[config.mk]
export PLATFORM = sky130hd
export DESIGN_NAME = paged_prefill_admission_checker_core_flat
export DESIGN_NICKNAME = d
export VERILOG_FILES = /design/src/ppac_pkg.sv /design/src/ppac_cmd_if.sv /design/src/ppac_res_if.sv /design/src/paged_prefill_admission_checker_core.sv /design/src/ppac_eval.sv /design/src/flat_wrapper.sv
export VERILOG_INCLUDE_DIRS = /design/src /design/src/src
export SDC_FILE = /design/constraint.sdc
export NUM_CORES = 1
export LEC_CHECK = 0
export ABC_AREA = 0
export BUFFER_PORTS_ARGS = -buffer_cell sky130_fd_sc_hd__buf_2
export CORE_AREA = 2 2 180 129
export CTS_CLUSTER_DIAMETER = 80
export DETAILED_ROUTE_END_ITERATION = 6
export DIE_AREA = 0 0 182 131
export GPL_ROUTABILITY_DRIVEN = 0
export HOLD_SLACK_MARGIN = 0.1
export PLACE_DENSITY = 0.74
export SYNTH_ARGS = -nofsm -noshare
export SYNTH_HDL_FRONTEND = slang
export SYNTH_HIERARCHICAL = 1
export SYNTH_SLANG_ARGS = --single-unit
export TNS_END_PERCENT = 1
[constraint.sdc]
create_clock -name clk -period 9.7 [get_ports clk]
set_input_delay 1.94 -clock clk [delete_from_list [all_inputs] [get_ports clk]]
set_output_delay 1.94 -clock clk [all_outputs]
set_load 0.1 [all_outputs]
[src/paged_prefill_admission_checker_core_macros.svh]
// ----------------------------------------------------------------------------
// Assertion macros for the paged prefill admission checker
// Concurrent assertion wrappers; define NO_ASSERTIONS to compile them out.
// ----------------------------------------------------------------------------
`ifndef PAGED_PREFILL_ADMISSION_CHECKER_CORE_MACROS_SVH
`define PAGED_PREFILL_ADMISSION_CHECKER_CORE_MACROS_SVH
`ifndef NO_ASSERTIONS
// same-cycle implication, disabled during reset
`define PPAC_ASSERT_IMPL(lbl, clk, rst_n, ante, cons, msg) \
	lbl: assert property (@(posedge clk) disable iff (!rst_n) (ante) |-> (cons)) \
	else $error(msg);
// next-cycle implication, disabled during reset
`define PPAC_ASSERT_NEXT(lbl, clk, rst_n, ante, cons, msg) \
	lbl: assert property (@(posedge clk) disable iff (!rst_n) (ante) |=> (cons)) \
	else $error(msg);
`else
`define PPAC_ASSERT_IMPL(lbl, clk, rst_n, ante, cons, msg)
`define PPAC_ASSERT_NEXT(lbl, clk, rst_n, ante, cons, msg)
`endif
`endif

[src/ppac_pkg.sv]
// ----------------------------------------------------------------------------
// ppac_pkg
// Types and constants shared by the paged prefill admission checker.
// ----------------------------------------------------------------------------
`default_nettype none

package ppac_pkg;

	// rows per page
	localparam int PAGE_CELLS = 256;
	// bits for a page fill of 0..PAGE_CELLS
	localparam int FILL_W = $clog2(PAGE_CELLS + 1);

	localparam logic [FILL_W-1:0] PAGE_FILL = FILL_W'(PAGE_CELLS);
	localparam logic [31:0]       PAGE_ROWS = 32'(PAGE_CELLS);

	typedef enum logic [1:0] {
		OP_APPEND = 2'd0,
		OP_FINISH = 2'd1,
		OP_DECODE = 2'd2
	} ppac_op_t;

	typedef enum logic [1:0] {
		ST_OK       = 2'd0,
		ST_INVALID  = 2'd1,
		ST_OVERFLOW = 2'd2
	} ppac_status_t;

	typedef struct packed {
		logic [1:0]  opcode;
		logic [31:0] page_index;
		logic [31:0] rows;
	} ppac_cmd_t;

	typedef struct packed {
		logic [31:0]       open_pages;
		logic [FILL_W-1:0] last_fill;
		logic [31:0]       resident_total;
		logic              tail_done;
		logic              decode_on;
	} ppac_state_t;

endpackage

`default_nettype wire

[src/ppac_cmd_if.sv]
// ----------------------------------------------------------------------------
// ppac_cmd_if
// Command channel: valid/ready handshake with one command per transaction.
// ----------------------------------------------------------------------------
`default_nettype none

interface ppac_cmd_if;
	logic        valid;
	logic        ready;
	logic [1:0]  opcode;
	logic [31:0] page_index;
	logic [31:0] rows;

	modport source (output valid, output opcode, output page_index, output rows,
		input ready);
	modport sink (input valid, input opcode, input page_index, input rows,
		output ready);
endinterface

`default_nettype wire

[src/ppac_res_if.sv]
// ----------------------------------------------------------------------------
// ppac_res_if
// Result channel: valid/ready handshake with one result per transaction.
// ----------------------------------------------------------------------------
`default_nettype none

interface ppac_res_if;
	logic        valid;
	logic        ready;
	logic [1:0]  status;
	logic [31:0] total_rows;
	logic        decoding;

	modport source (output valid, output status, output total_rows, output decoding,
		input ready);
	modport sink (input valid, input status, input total_rows, input decoding,
		output ready);
endinterface

`default_nettype wire

[src/paged_prefill_admission_checker_core.sv]
// ----------------------------------------------------------------------------
// paged_prefill_admission_checker_core
// Ordering checker for prefill commands of a paged key/value store.
// ----------------------------------------------------------------------------
// Takes one command per clock cycle, sustained while results are drained, and
// returns one result per command in order: the status, the resident row total
// and the decode flag after the command. A command is registered on
// acceptance in the input register, checked there against the tracking state,
// and its result is registered at the same edge that updates the state. The
// rate is set by the state registers, which take one update per cycle. A
// stalled result holds the next command in the input register; a command
// enters during the stall only while that register is empty, and the input
// then waits.
`default_nettype none
`include "paged_prefill_admission_checker_core_macros.svh"

module paged_prefill_admission_checker_core
	import ppac_pkg::*;
(
	input  wire logic   clk,
	input  wire logic   arst_n,
	ppac_cmd_if.sink    cmd,
	ppac_res_if.source  res
);

	logic         valid_s1;
	ppac_cmd_t    cmd_s1;
	logic         adv_s1;
	ppac_state_t  state_q;
	ppac_state_t  state_nxt;
	ppac_status_t status_nxt;
	logic         res_valid_q;
	ppac_status_t status_q;
	logic [31:0]  total_q;
	logic         decoding_q;

	// stage 1 moves on when the result register is free or being drained
	assign adv_s1    = valid_s1 && (!res_valid_q || res.ready);
	assign cmd.ready = !valid_s1 || adv_s1;

	// input register
	always_ff @(posedge clk or negedge arst_n) begin
		if (!arst_n) begin
			valid_s1 <= 1'b0;
		end else if (cmd.ready) begin
			valid_s1 <= cmd.valid;
		end
	end

	always_ff @(posedge clk) begin
		if (cmd.ready && cmd.valid) begin
			cmd_s1 <= '{opcode: cmd.opcode, page_index: cmd.page_index, rows: cmd.rows};
		end
	end

	ppac_eval u_eval (
		.cmd    (cmd_s1),
		.cur    (state_q),
		.nxt    (state_nxt),
		.status (status_nxt)
	);

	// tracking state
	always_ff @(posedge clk or negedge arst_n) begin
		if (!arst_n) begin
			state_q <= '0;
		end else if (adv_s1) begin
			state_q <= state_nxt;
		end
	end

	// result register
	always_ff @(posedge clk or negedge arst_n) begin
		if (!arst_n) begin
			res_valid_q <= 1'b0;
		end else if (adv_s1) begin
			res_valid_q <= 1'b1;
		end else if (res.ready) begin
			res_valid_q <= 1'b0;
		end
	end

	always_ff @(posedge clk) begin
		if (adv_s1) begin
			status_q   <= status_nxt;
			total_q    <= state_nxt.resident_total;
			decoding_q <= state_nxt.decode_on;
		end
	end

	assign res.valid      = res_valid_q;
	assign res.status     = status_q;
	assign res.total_rows = total_q;
	assign res.decoding   = decoding_q;

	// checks
	`PPAC_ASSERT_IMPL(a_fill_range, clk, arst_n, 1'b1, state_q.last_fill <= PAGE_FILL, "last page fill above page size")
	`PPAC_ASSERT_NEXT(a_decode_sticky, clk, arst_n, state_q.decode_on, state_q.decode_on, "decode flag cleared")
	`PPAC_ASSERT_IMPL(a_empty_store, clk, arst_n, state_q.open_pages == 32'd0, (state_q.last_fill == '0) && (state_q.resident_total == 32'd0), "rows present with no page open")
	`PPAC_ASSERT_NEXT(a_result_follows, clk, arst_n, adv_s1, res_valid_q, "checked command produced no result")

endmodule

`default_nettype wire

[src/ppac_eval.sv]
// ----------------------------------------------------------------------------
// ppac_eval
// Command checker: status and next tracking state for one command.
// ----------------------------------------------------------------------------
`default_nettype none

module ppac_eval
	import ppac_pkg::*;
(
	input  ppac_cmd_t    cmd,
	input  ppac_state_t  cur,
	output ppac_state_t  nxt,
	output ppac_status_t status
);

	logic [31:0]       pc_new;
	logic [FILL_W-1:0] fill_base;
	logic              page_ok;
	logic              rows_bad;
	logic [FILL_W:0]   fill_sum;
	logic [32:0]       res_sum;

	// page selection for append: open first page, open next page, or stay on last
	always_comb begin
		pc_new    = cur.open_pages;
		fill_base = cur.last_fill;
		page_ok   = 1'b0;
		if (cur.open_pages == 32'd0) begin
			page_ok   = (cmd.page_index == 32'd0);
			pc_new    = 32'd1;
			fill_base = '0;
		end else if (cmd.page_index >= cur.open_pages) begin
			page_ok   = (cmd.page_index == cur.open_pages) &&
				(cur.last_fill == PAGE_FILL) && (cur.open_pages != '1);
			pc_new    = cur.open_pages + 32'd1;
			fill_base = '0;
		end else begin
			page_ok = (cmd.page_index == cur.open_pages - 32'd1);
		end
	end

	// row count range and the two sums
	assign rows_bad = (cmd.rows == 32'd0) || (cmd.rows > PAGE_ROWS);
	assign fill_sum = {1'b0, fill_base} + {1'b0, cmd.rows[FILL_W-1:0]};
	assign res_sum  = {1'b0, cur.resident_total} + {1'b0, cmd.rows};

	// command decode; invalid commands leave state untouched
	always_comb begin
		nxt    = cur;
		status = ST_OK;
		case (ppac_op_t'(cmd.opcode))
			OP_APPEND: begin
				if (cur.decode_on || rows_bad || !page_ok) begin
					status = ST_INVALID;
				end else begin
					// page opening is kept even on overflow
					nxt.open_pages = pc_new;
					if (fill_sum > {1'b0, PAGE_FILL}) begin
						nxt.last_fill = fill_base;
						status        = ST_OVERFLOW;
					end else begin
						nxt.last_fill = fill_sum[FILL_W-1:0];
						if (res_sum[32]) begin
							status = ST_OVERFLOW;
						end else begin
							nxt.resident_total = res_sum[31:0];
							nxt.tail_done      = 1'b0;
						end
					end
				end
			end
			OP_FINISH: begin
				if (cur.decode_on || cur.open_pages == 32'd0 || cur.last_fill == '0) begin
					status = ST_INVALID;
				end else begin
					nxt.tail_done = 1'b1;
				end
			end
			OP_DECODE: begin
				if (cur.decode_on || cur.open_pages == 32'd0 || cur.last_fill == '0 ||
					(cur.last_fill != PAGE_FILL && !cur.tail_done)) begin
					status = ST_INVALID;
				end else begin
					nxt.decode_on = 1'b1;
				end
			end
			default: begin
				status = ST_INVALID;
			end
		endcase
	end

endmodule

`default_nettype wire

[src/flat_wrapper.sv]
// flat-port wrapper written by rule: the top's interface ports become plain ports
module paged_prefill_admission_checker_core_flat import ppac_pkg::*;
  (clk, arst_n, cmd_valid, cmd_opcode, cmd_page_index, cmd_rows, cmd_ready, res_valid, res_status, res_total_rows, res_decoding, res_ready);
  ppac_cmd_if cmd_i ();
  ppac_res_if res_i ();
  input  wire logic clk;
  input  wire logic arst_n;
  input wire logic [$bits(cmd_i.valid)-1:0] cmd_valid;
  input wire logic [$bits(cmd_i.opcode)-1:0] cmd_opcode;
  input wire logic [$bits(cmd_i.page_index)-1:0] cmd_page_index;
  input wire logic [$bits(cmd_i.rows)-1:0] cmd_rows;
  output wire logic [$bits(cmd_i.ready)-1:0] cmd_ready;
  output wire logic [$bits(res_i.valid)-1:0] res_valid;
  output wire logic [$bits(res_i.status)-1:0] res_status;
  output wire logic [$bits(res_i.total_rows)-1:0] res_total_rows;
  output wire logic [$bits(res_i.decoding)-1:0] res_decoding;
  input wire logic [$bits(res_i.ready)-1:0] res_ready;
  assign cmd_i.valid = cmd_valid;
  assign cmd_i.opcode = cmd_opcode;
  assign cmd_i.page_index = cmd_page_index;
  assign cmd_i.rows = cmd_rows;
  assign cmd_ready = cmd_i.ready;
  assign res_valid = res_i.valid;
  assign res_status = res_i.status;
  assign res_total_rows = res_i.total_rows;
  assign res_decoding = res_i.decoding;
  assign res_i.ready = res_ready;
  paged_prefill_admission_checker_core u_core (.clk(clk), .arst_n(arst_n), .cmd(cmd_i), .res(res_i));
endmodule
==> results of run 1 <==
critical path, cell delays in order, from the launching register on:
cell and delay, ns:
dfrtp_1 0.60, inv_1 0.16, ha_1 0.36, a41oi_1 0.22
o21ai_0 0.13, a221oi_1 0.34, a21oi_1 0.16, nor2_1 0.54
and3_1 0.27, ha_1 0.19, inv_1 0.07, fa_1 0.39
nor2b_1 0.22, o31a_1 0.22, o31a_1 0.16, o21ai_0 0.10
nor3b_1 0.16, o311ai_0 0.75, a311oi_1 0.20, nand2b_2 0.55
buf_4 0.43, mux2_2 0.39, mux2_2 0.25
kinds of logic after synthesis:
logic type                 synth area share
adders and majority gates            0.0813
AOI/OAI and AO/OA                     0.131
xor gates and xnor gates             0.0590
and+or+nand+nor                       0.150
buffers and inverters                0.0405
DFF                                   0.412
muxes                                 0.126
synth_stat cells, types with 4 or more instances:
| master | number | share of area |
|---|---|---|
| edfxtp_1 | 101 | 0.25 |
| dfrtp_1 | 77 | 0.16 |
| ha_1 | 75 | 0.078 |
| o21ai_0 | 67 | 0.028 |
| mux2_4 | 64 | 0.080 |
| inv_1 | 59 | 0.018 |
| xnor2_1 | 56 | 0.041 |
| a21oi_1 | 53 | 0.022 |
| nor2_1 | 53 | 0.017 |
| nand2_1 | 50 | 0.016 |
| mux2_2 | 41 | 0.038 |
| nor4_1 | 37 | 0.019 |
| nor3_1 | 36 | 0.015 |
| clkbuf_1 | 35 | 0.011 |
| nand4_1 | 29 | 0.015 |
| nand3_1 | 28 | 0.012 |
| xor2_1 | 25 | 0.018 |
| and3_1 | 18 | 0.0094 |
| a21o_1 | 16 | 0.010 |
| o21a_1 | 15 | 0.0094 |
| o31ai_1 | 12 | 0.0075 |
| nand2b_1 | 11 | 0.0057 |
| or4_1 | 11 | 0.0069 |
| or3_1 | 10 | 0.0052 |
| a31oi_1 | 9 | 0.0047 |
| buf_6 | 9 | 0.0084 |
| mux2i_1 | 9 | 0.0075 |
| and4_1 | 8 | 0.0058 |
| or2_2 | 8 | 0.0042 |
| a211oi_1 | 7 | 0.0044 |
| o211ai_1 | 7 | 0.0044 |
| o21bai_1 | 7 | 0.0044 |
| buf_2 | 6 | 0.0025 |
| a41oi_1 | 5 | 0.0036 |
| nand3b_1 | 5 | 0.0031 |
| o311ai_0 | 5 | 0.0036 |
| a221o_1 | 4 | 0.0033 |
| a311oi_1 | 4 | 0.0029 |
per-stage QoR:
stage	util	power [W]
after floorplan	-	0.00103
after detailed placement	0.573	0.00110
after CTS	0.599	0.00180
final	0.599	0.00179
after global placement	0.573	0.00110
after global routing	0.599	0.00185
per-layer routing:
| layer | track usage | share of wire |
|---|---|---|
| met1 | 0.377 | 0.46 |
| met2 | 0.374 | 0.42 |
| met3 | 0.0654 | 0.093 |
| met4 | 0.0854 | 0.023 |
| met5 | 0 | 0 |
state kept, by name (all words and copies together) (netlist names):
register and count:
u_core/cmd_s1 66, u_core/res.decoding 1, u_core/res.status 2, u_core/res.total_rows 32, u_core/res.valid 1, u_core/state_q 75, u_core/valid_s1 1
worst paths after layout:
path,slack (ns),to,startpoint
hold / removal,0.53,u_core/state_q[4],u_core/state_q[4]
setup reg to reg,2.70,u_core/state_q[2],u_core/state_q[54]
hold reg to reg,0.53,u_core/state_q[4],u_core/state_q[4]
max in group asynchronous,7.23,u_core/state_q[68],arst_n
min in group asynchronous,1.46,u_core/state_q[45],arst_n
setup / recovery,2.70,u_core/state_q[2],u_core/state_q[54]
area by class of cell:
type | instances | area, µm²
sequential | 178 | 4960
inverter | 59 | 221
fill | 1855 | 8900
tap | 288 | 360
clock inverter | 12 | 130
clock buffer | 20 | 457
multi-input combinational | 841 | 6600
timing repair buffer | 114 | 593
power by group through the flow:
stage,clock [W],sequential [W],combinational [W]
after global placement,0,0.000873,0.000223
after detailed placement,0,0.000873,0.000226
after global routing,0.000749,0.000861,0.000244
after CTS,0.000716,0.000858,0.000227
final,0.000703,0.000859,0.000228
after floorplan,0,0.000927,0.000107
==> impl_metrics.tcl, run 1 <==
set metrics [dict create \
    num_rows 46 \
    sequentialPowerShare 0.480 \
    vias 9606 \
    path_class "reg -> reg" \
    async_reset_ff_frac 0.433 \
    hold_ws_ns 0.533 \
    leakagePower_nw 5.87 \
    netlist_area_um2 12000 \
    power_density_nw_per_um2 134 \
    syn_inst 1129 \
    grt_pass1_vias 8824 \
    antenna_cells 0 \
    die_width_um 182 \
    hold_buffers 0 \
    area_delta_synth_final_pct 10.7 \
    start_kind "register" \
    status "finished clean" \
    worst-r2r-cell-count 22 \
    clock_path_buffers 2 \
    rsz0062_at_grt "false" \
    crit_arrival_ns 7.33 \
    synth.yosys.warnings 6 \
    cts_tree "built" \
    swShare 0.277 \
    floorplan.initialDensity 0.542 \
    hp-class "reg -> reg" \
    dp_cells 1480 \
    grt_max_degree 67 \
    final_common_cell "buf_2" \
    path_max_fanout 18 \
    worstPathRequired_ns 10.03 \
    drtPass1Iterations 7 \
    setup_viol 0 \
    endpoint_kind "register" \
    path_clk_slew_ns 0.07 \
    dieArea_um2 23800 \
    ys_seq_area_frac 0.412 \
    dr.first_iter.drc_count 1095 \
    portBuffers 106 \
    route.detailed.drc 0 \
    finalInstanceArea_um2 13300 \
    fin_crit_ns 7.00 \
    htreeDepth 4 \
    postCtsResizedCells 0 \
    synth-main-ff-cell "edfxtp_1" \
    hold_viol 0 \
    p_int_w 0.00129 \
    clock-sinks 178 \
    power_frac_comb 0.128 \
    drive_gt1_frac 0.220 \
    max_slew_margin 0.169 \
    hold_depth 1 \
    final_cell_mix "105 x buf_2, 101 x edfxtp_1, 77 x dfrtp_1" \
    power.switching_w 0.000496 \
    place_area_um2 12700 \
    clkLatencyLatePin_ns 0.45 \
    setup_ws_ns 2.70 \
    wl_per_cell_um 20.4 \
    vdd_drop_max_uv 130 \
    routed_wl_um 30900 \
    place_ws_ns 2.93 \
    antenna_found_initial 0 \
    pin_count 107 \
    pwr-share-clk 0.393 \
    fin_cells 1512 \
    core-area_um2 22200 \
    timing_worst_slew_pin_value_ns 1.23 \
    finalCritPeriodShare 0.721 \
    clock_tree.root_cell "clkbuf_16" \
    ys_types 72 \
    fin_nets 1358 \
    drv_cap 0 \
    vias_per_cell 6.35 \
    ys_seq_elements 178 \
    die_y_um 131 \
    dp_hpwl_um 22000 \
    finalMaxSlewViolations 0 \
    avgSynthCellArea_um2 10.7 \
    grt_pass1_wl_um 47400 \
    fmax_mhz 143 \
    cts_setup_buffers 0 \
    overflow 0 \
    cts_made_buffers 17 \
    fin_skew_ns 0.00916 \
    synth_edf_count 101 \
    ant_nets 0 \
    grt_use_total 0.258 \
    final.setup.tns_ns 0 \
    syn_nets 1276 \
]
Note: power is estimated with default switching activity, not from simulation.
==> run 2, diff against run 1 <==
clock period = 7.3 ns   (was 9.7 ns; I/O delays follow)
==> run 2 against run 1 <==
Sequential cell count stayed put. Global-route usage grew 0.27 points. Non-clock buffer count fell by 1. Critical path type unchanged. Critical endpoint is now u_core/state_q[21]. Largest cell class unchanged. Highest routed layer unchanged.
==> impl_metrics.tcl, run 2 (synthesized netlist as in run 1, its figures left out) <==
set metrics [dict create \
    status "finished clean" \
    crit_family "compound AO/OA/AOI/OAI gates" \
    max_stage_delay_ns 0.63 \
    fin_cells 1511 \
    fin_crit_ns 6.55 \
    dr.first_iter.drc_count 983 \
    vias 9545 \
    pin_count 107 \
    finalMaxSlewViolations 0 \
    power.switching_w 0.000654 \
    fill_cells 1843 \
    dp_hpwl_um 22100 \
    top_register "u_core/state_q" \
    die_width_um 182 \
    hp-class "reg -> reg" \
    grt_pass1_wl_um 48200 \
    hold_depth 1 \
    grt_use_total 0.260 \
    drive_gt1_frac 0.218 \
    final_cell_mix "105 x buf_2, 101 x edfxtp_1, 77 x dfrtp_1" \
    path_class "reg -> reg" \
    finalCritPeriodShare 0.897 \
    cp_slowest_cell "o311ai_0" \
    final.setup.tns_ns 0 \
    clock_tree.root_cell "clkbuf_16" \
    clock-sinks 178 \
    leakagePower_nw 5.88 \
    final_common_cell "buf_2" \
    path_max_fanout 18 \
    cp.depth 22 \
    worstPathRequired_ns 7.62 \
    worst-r2r-cell-count 22 \
    rsz0062_at_grt "false" \
    cts_tree "built" \
    fin_nets 1357 \
    setup_viol 0 \
    sequentialPowerShare 0.465 \
    htreeDepth 4 \
    grt_pass1_vias 8927 \
    endpoint_kind "register" \
    cts_setup_buffers 0 \
    die_y_um 131 \
    p_int_w 0.00180 \
    power_density_nw_per_um2 184 \
    max_slew_margin 0.195 \
    hold_buffers 0 \
    clkLatencyLatePin_ns 0.45 \
    ant_nets 0 \
    postCtsResizedCells 0 \
    floorplan.initialDensity 0.542 \
    timing_worst_slew_pin_value_ns 1.20 \
    fin_skew_ns 0.0111 \
    seq_area_um2 4960 \
    crit_arrival_ns 6.87 \
    route.detailed.drc 0 \
    cts_made_buffers 17 \
    vdd_drop_max_uv 181 \
    grt_max_degree 67 \
    power_frac_comb 0.124 \
    start_kind "register" \
    pwr-share-clk 0.412 \
    reg2reg_slack_ns 0.75 \
    drv_cap 0 \
    vias_per_cell 6.32 \
    wl_per_cell_um 20.3 \
    routed_wl_um 30700 \
    drtPass1Iterations 5 \
    largest_reg_flops 75 \
    core-area_um2 22200 \
    critPathBufInv 3 \
    num_rows 46 \
    fmax_mhz 153 \
    antenna_cells 0 \
    dieArea_um2 23800 \
    antenna_found_initial 0 \
    path_clk_slew_ns 0.07 \
    area_delta_synth_final_pct 11.1 \
    multi_input_area_um2 6600 \
    dp_cells 1479 \
    overflow 0 \
    clock_path_buffers 2 \
    hold_viol 0 \
    portBuffers 106 \
    crit_chain "inv_1 -> ha_1 -> a41oi_1 -> o21ai_0 -> a221oi_1 -> a21oi_1 -> nor2_1 -> and3_1 -> ha_1 -> inv_1 -> fa_1 -> nor2b_1 -> o31a_1 -> o31a_1 -> o21ai_0 -> nor3b_1 -> o311ai_0 -> a311oi_1 -> nand2b_2 -> buf_12 -> mux2_4 -> mux2_2" \
    swShare 0.267 \
]
run 2: worst paths after layout:
path / startpoint / endpoint
max: u_core/state_q[54] / u_core/state_q[21]
min: u_core/state_q[5] / u_core/state_q[5]
max reg2reg: u_core/state_q[54] / u_core/state_q[21]
min reg2reg: u_core/state_q[5] / u_core/state_q[5]
max in group asynchronous: arst_n / u_core/state_q[21]
min in group asynchronous: arst_n / u_core/state_q[57]
run 2: worst reg2reg max path: stages (launching register included):
cell and delay (ns):
dfrtp_1 0.62, inv_1 0.16, ha_1 0.37, a41oi_1 0.22, o21ai_0 0.12, a221oi_1 0.31, a21oi_1 0.14, nor2_1 0.55
and3_1 0.29, ha_1 0.21, inv_1 0.07, fa_1 0.40, nor2b_1 0.16, o31a_1 0.19, o31a_1 0.16, o21ai_0 0.10
nor3b_1 0.16, o311ai_0 0.63, a311oi_1 0.17, nand2b_2 0.52, buf_12 0.28, mux2_4 0.34, mux2_2 0.27
run 2: per-stage QoR:
step / util / hold WS [ns] / worst slack [ns] / power [W] / cell area (µm²)
2_1_floorplan: - / 0.476 / 2.13 / 0.00137 / 12000
3_3_place_gp: 0.573 / 0.510 / 1.29 / 0.00146 / 12700
3_5_place_dp: 0.573 / 0.525 / 0.966 / 0.00146 / 12700
4_1_cts: 0.602 / 0.539 / 0.886 / 0.00247 / 13400
5_1_grt: 0.602 / 0.561 / 0.292 / 0.00253 / 13400
6_report: 0.602 / 0.538 / 0.749 / 0.00245 / 13400
run 2: power groups by stage:
stage	logic [W]	clock network [W]	registers, W
floorplan	0.000142	0	0.00123
detailed placement	0.000300	0	0.00116
CTS	0.000302	0.00102	0.00114
global placement	0.000295	0	0.00116
global route	0.000326	0.00106	0.00114
finish	0.000303	0.00101	0.00114
run 2: final cells by class:
cell class | instances | share of cell area
multi-input cells | 841 | 0.493
inverters | 59 | 0.0166
well taps | 288 | 0.0269
repair buffers | 113 | 0.0447
clock inverters | 15 | 0.0158
clock buffers | 17 | 0.0318
flip-flops and latches | 178 | 0.371
run 2: per-layer routing:
metal | share of wire | GRT usage
met2 | 0.42 | 0.379
met1 | 0.48 | 0.384
met5 | 0 | 0
met4 | 0.022 | 0.0916
met3 | 0.077 | 0.0563
==> run 3, diff against run 2 <==
PLACE_DENSITY = 0.84   (was 0.74)
==> run 3 against run 2 <==
Via count grew 1.9%. Critical endpoint is now u_core/state_q[2]. Critical path type unchanged. Clock skew increased by 0.0029 ns. Highest routed layer unchanged. Setup slack better by 0.45 ns.
==> impl_metrics.tcl, run 3 (synthesized netlist as in run 1, its figures left out) <==
set metrics [dict create \
    htreeDepth 4 \
    hold_start "u_core/state_q[5]" \
    worst-r2r-cell-count 22 \
    timing_worst_slew_pin_value_ns 1.11 \
    route.detailed.drc 0 \
    cts_setup_buffers 0 \
    hold_buffers 0 \
    reg2reg_slack_ns 1.19 \
    fin_total_pwr_w 0.00238 \
    rr_startpoint "u_core/state_q[54]" \
    leakagePower_nw 5.88 \
    final_common_cell "buf_2" \
    dr.first_iter.drc_count 1311 \
    path_max_fanout 33 \
    fin_nets 1358 \
    hold_viol 0 \
    wl_per_cell_um 20.4 \
    start_kind "register" \
    grt_max_degree 67 \
    floorplan.initialDensity 0.542 \
    area_delta_synth_final_pct 10.8 \
    setup_ws_ns 1.19 \
    fin_crit_ns 6.11 \
    hold_ws_ns 0.546 \
    grt_use_total 0.257 \
    hold_depth 1 \
    antenna_found_initial 0 \
    die_width_um 182 \
    largest_reg_flops 75 \
    max_slew_margin 0.253 \
    antenna_cells 0 \
    vias 9723 \
    pin_count 107 \
    path_class "reg -> reg" \
    dieArea_um2 23800 \
    finalCritPeriodShare 0.836 \
    place_area_um2 12700 \
    clkLatencyLatePin_ns 0.45 \
    finalMaxSlewViolations 0 \
    grt_pass1_wl_um 47800 \
    rsz0062_at_grt "false" \
    fin_skew_ns 0.0140 \
    vdd_drop_max_uv 147 \
    dp_hpwl_um 22100 \
    portBuffers 106 \
    overflow 0 \
    path_clk_slew_ns 0.07 \
    top_register "u_core/state_q" \
    core-area_um2 22200 \
    cts_made_buffers 17 \
    crit_arrival_ns 6.43 \
    endpoint_kind "register" \
    final.setup.tns_ns 0 \
    num_rows 46 \
    postCtsResizedCells 0 \
    ant_nets 0 \
    grt_pass1_vias 9084 \
    place_ws_ns 1.41 \
    status "finished clean" \
    clock_tree.root_cell "clkbuf_16" \
    clock_path_buffers 2 \
    worstPathRequired_ns 7.63 \
    die_y_um 131 \
    setup_viol 0 \
    drtPass1Iterations 5 \
    vias_per_cell 6.43 \
    clock-sinks 178 \
    hp-class "reg -> reg" \
    cts_tree "built" \
    drv_cap 0 \
    finalInstanceArea_um2 13300 \
    min_to "u_core/state_q[5]" \
    r2r-end "u_core/state_q[2]" \
    fmax_mhz 164 \
    power_density_nw_per_um2 178 \
    routed_wl_um 30900 \
    drive_gt1_frac 0.221 \
    final_cell_mix "105 x buf_2, 101 x edfxtp_1, 77 x dfrtp_1" \
]
-- run 3: changes by cell type in the layout (fill, tap and decap cells not counted), sizes merged --
cell      delta
inv          +6
bufinv       -4
clkinvlp     -3
buf          +1
clkbuf       +1
-- run 3: cell type report --
| type | instances | area, µm² |
|---|---|---|
| Inverter | 59 | 221 |
| Fill cell | 1782 | 8880 |
| Sequential cell | 178 | 4960 |
| Tap cell | 288 | 360 |
| Clock inverter | 14 | 163 |
| Clock buffer | 18 | 429 |
| Timing Repair Buffer | 114 | 606 |
| Multi-Input combinational cell | 841 | 6600 |
-- run 3: through the flow --
stage	instances	util
final	1512	0.600
after global routing	1512	0.600
after CTS	1512	0.600
after detailed placement	1480	0.574
after global placement	1480	0.574
after floorplan	1129	-
-- run 3: worst max-delay path, stage by stage (launching register included) --
cell and delay (ns):
dfrtp_1 0.57, inv_1 0.14, ha_1 0.35, a41oi_1 0.21, o21ai_0 0.11, a221oi_1 0.35, a21oi_1 0.16, nor2_1 0.53
and3_1 0.26, ha_1 0.19, inv_1 0.07, fa_1 0.40, nor2b_1 0.17, o31a_1 0.19, o31a_1 0.15, o21ai_0 0.12
nor3b_1 0.17, o311ai_0 0.61, a311oi_1 0.17, nand2b_2 0.14, buf_12 0.25, mux2_2 0.38, mux2_2 0.26
-- run 3: worst max-delay path by stage --
| stage | startpoint | endpoint | slack [ns] |
|---|---|---|---|
| finish | u_core/state_q[54] | u_core/state_q[2] | 1.19 |
| global route | u_core/state_q[54] | u_core/state_q[2] | 0.82 |
| CTS | u_core/state_q[54] | u_core/state_q[2] | 1.36 |
| detailed placement | u_core/state_q[54] | u_core/state_q[2] | 1.41 |
| global placement | u_core/state_q[54] | u_core/state_q[5] | 1.67 |
| floorplan | u_core/state_q[54] | u_core/state_q[10] | 2.13 |
-- run 3: power by group --
| part | switching, W | internal (W) | leakage (nW) |
|---|---|---|---|
| Combinational | 0.000219 | 0.0000875 | 3.53 |
| Clock | 0.000442 | 0.000490 | 0.293 |
| Sequential | 0.0000330 | 0.00111 | 2.05 |
| Total | 0.000694 | 0.00169 | 5.88 |
-- run 3: metal layers --
layer | routed length (µm) | vias to the layer above | track usage
li1 | - | 4436 | -
met1 | 13700 | 4651 | 0.367
met2 | 13200 | 562 | 0.384
met3 | 3200 | 74 | 0.0610
met4 | 824 | 0 | 0.0939
met5 | 0 | - | 0
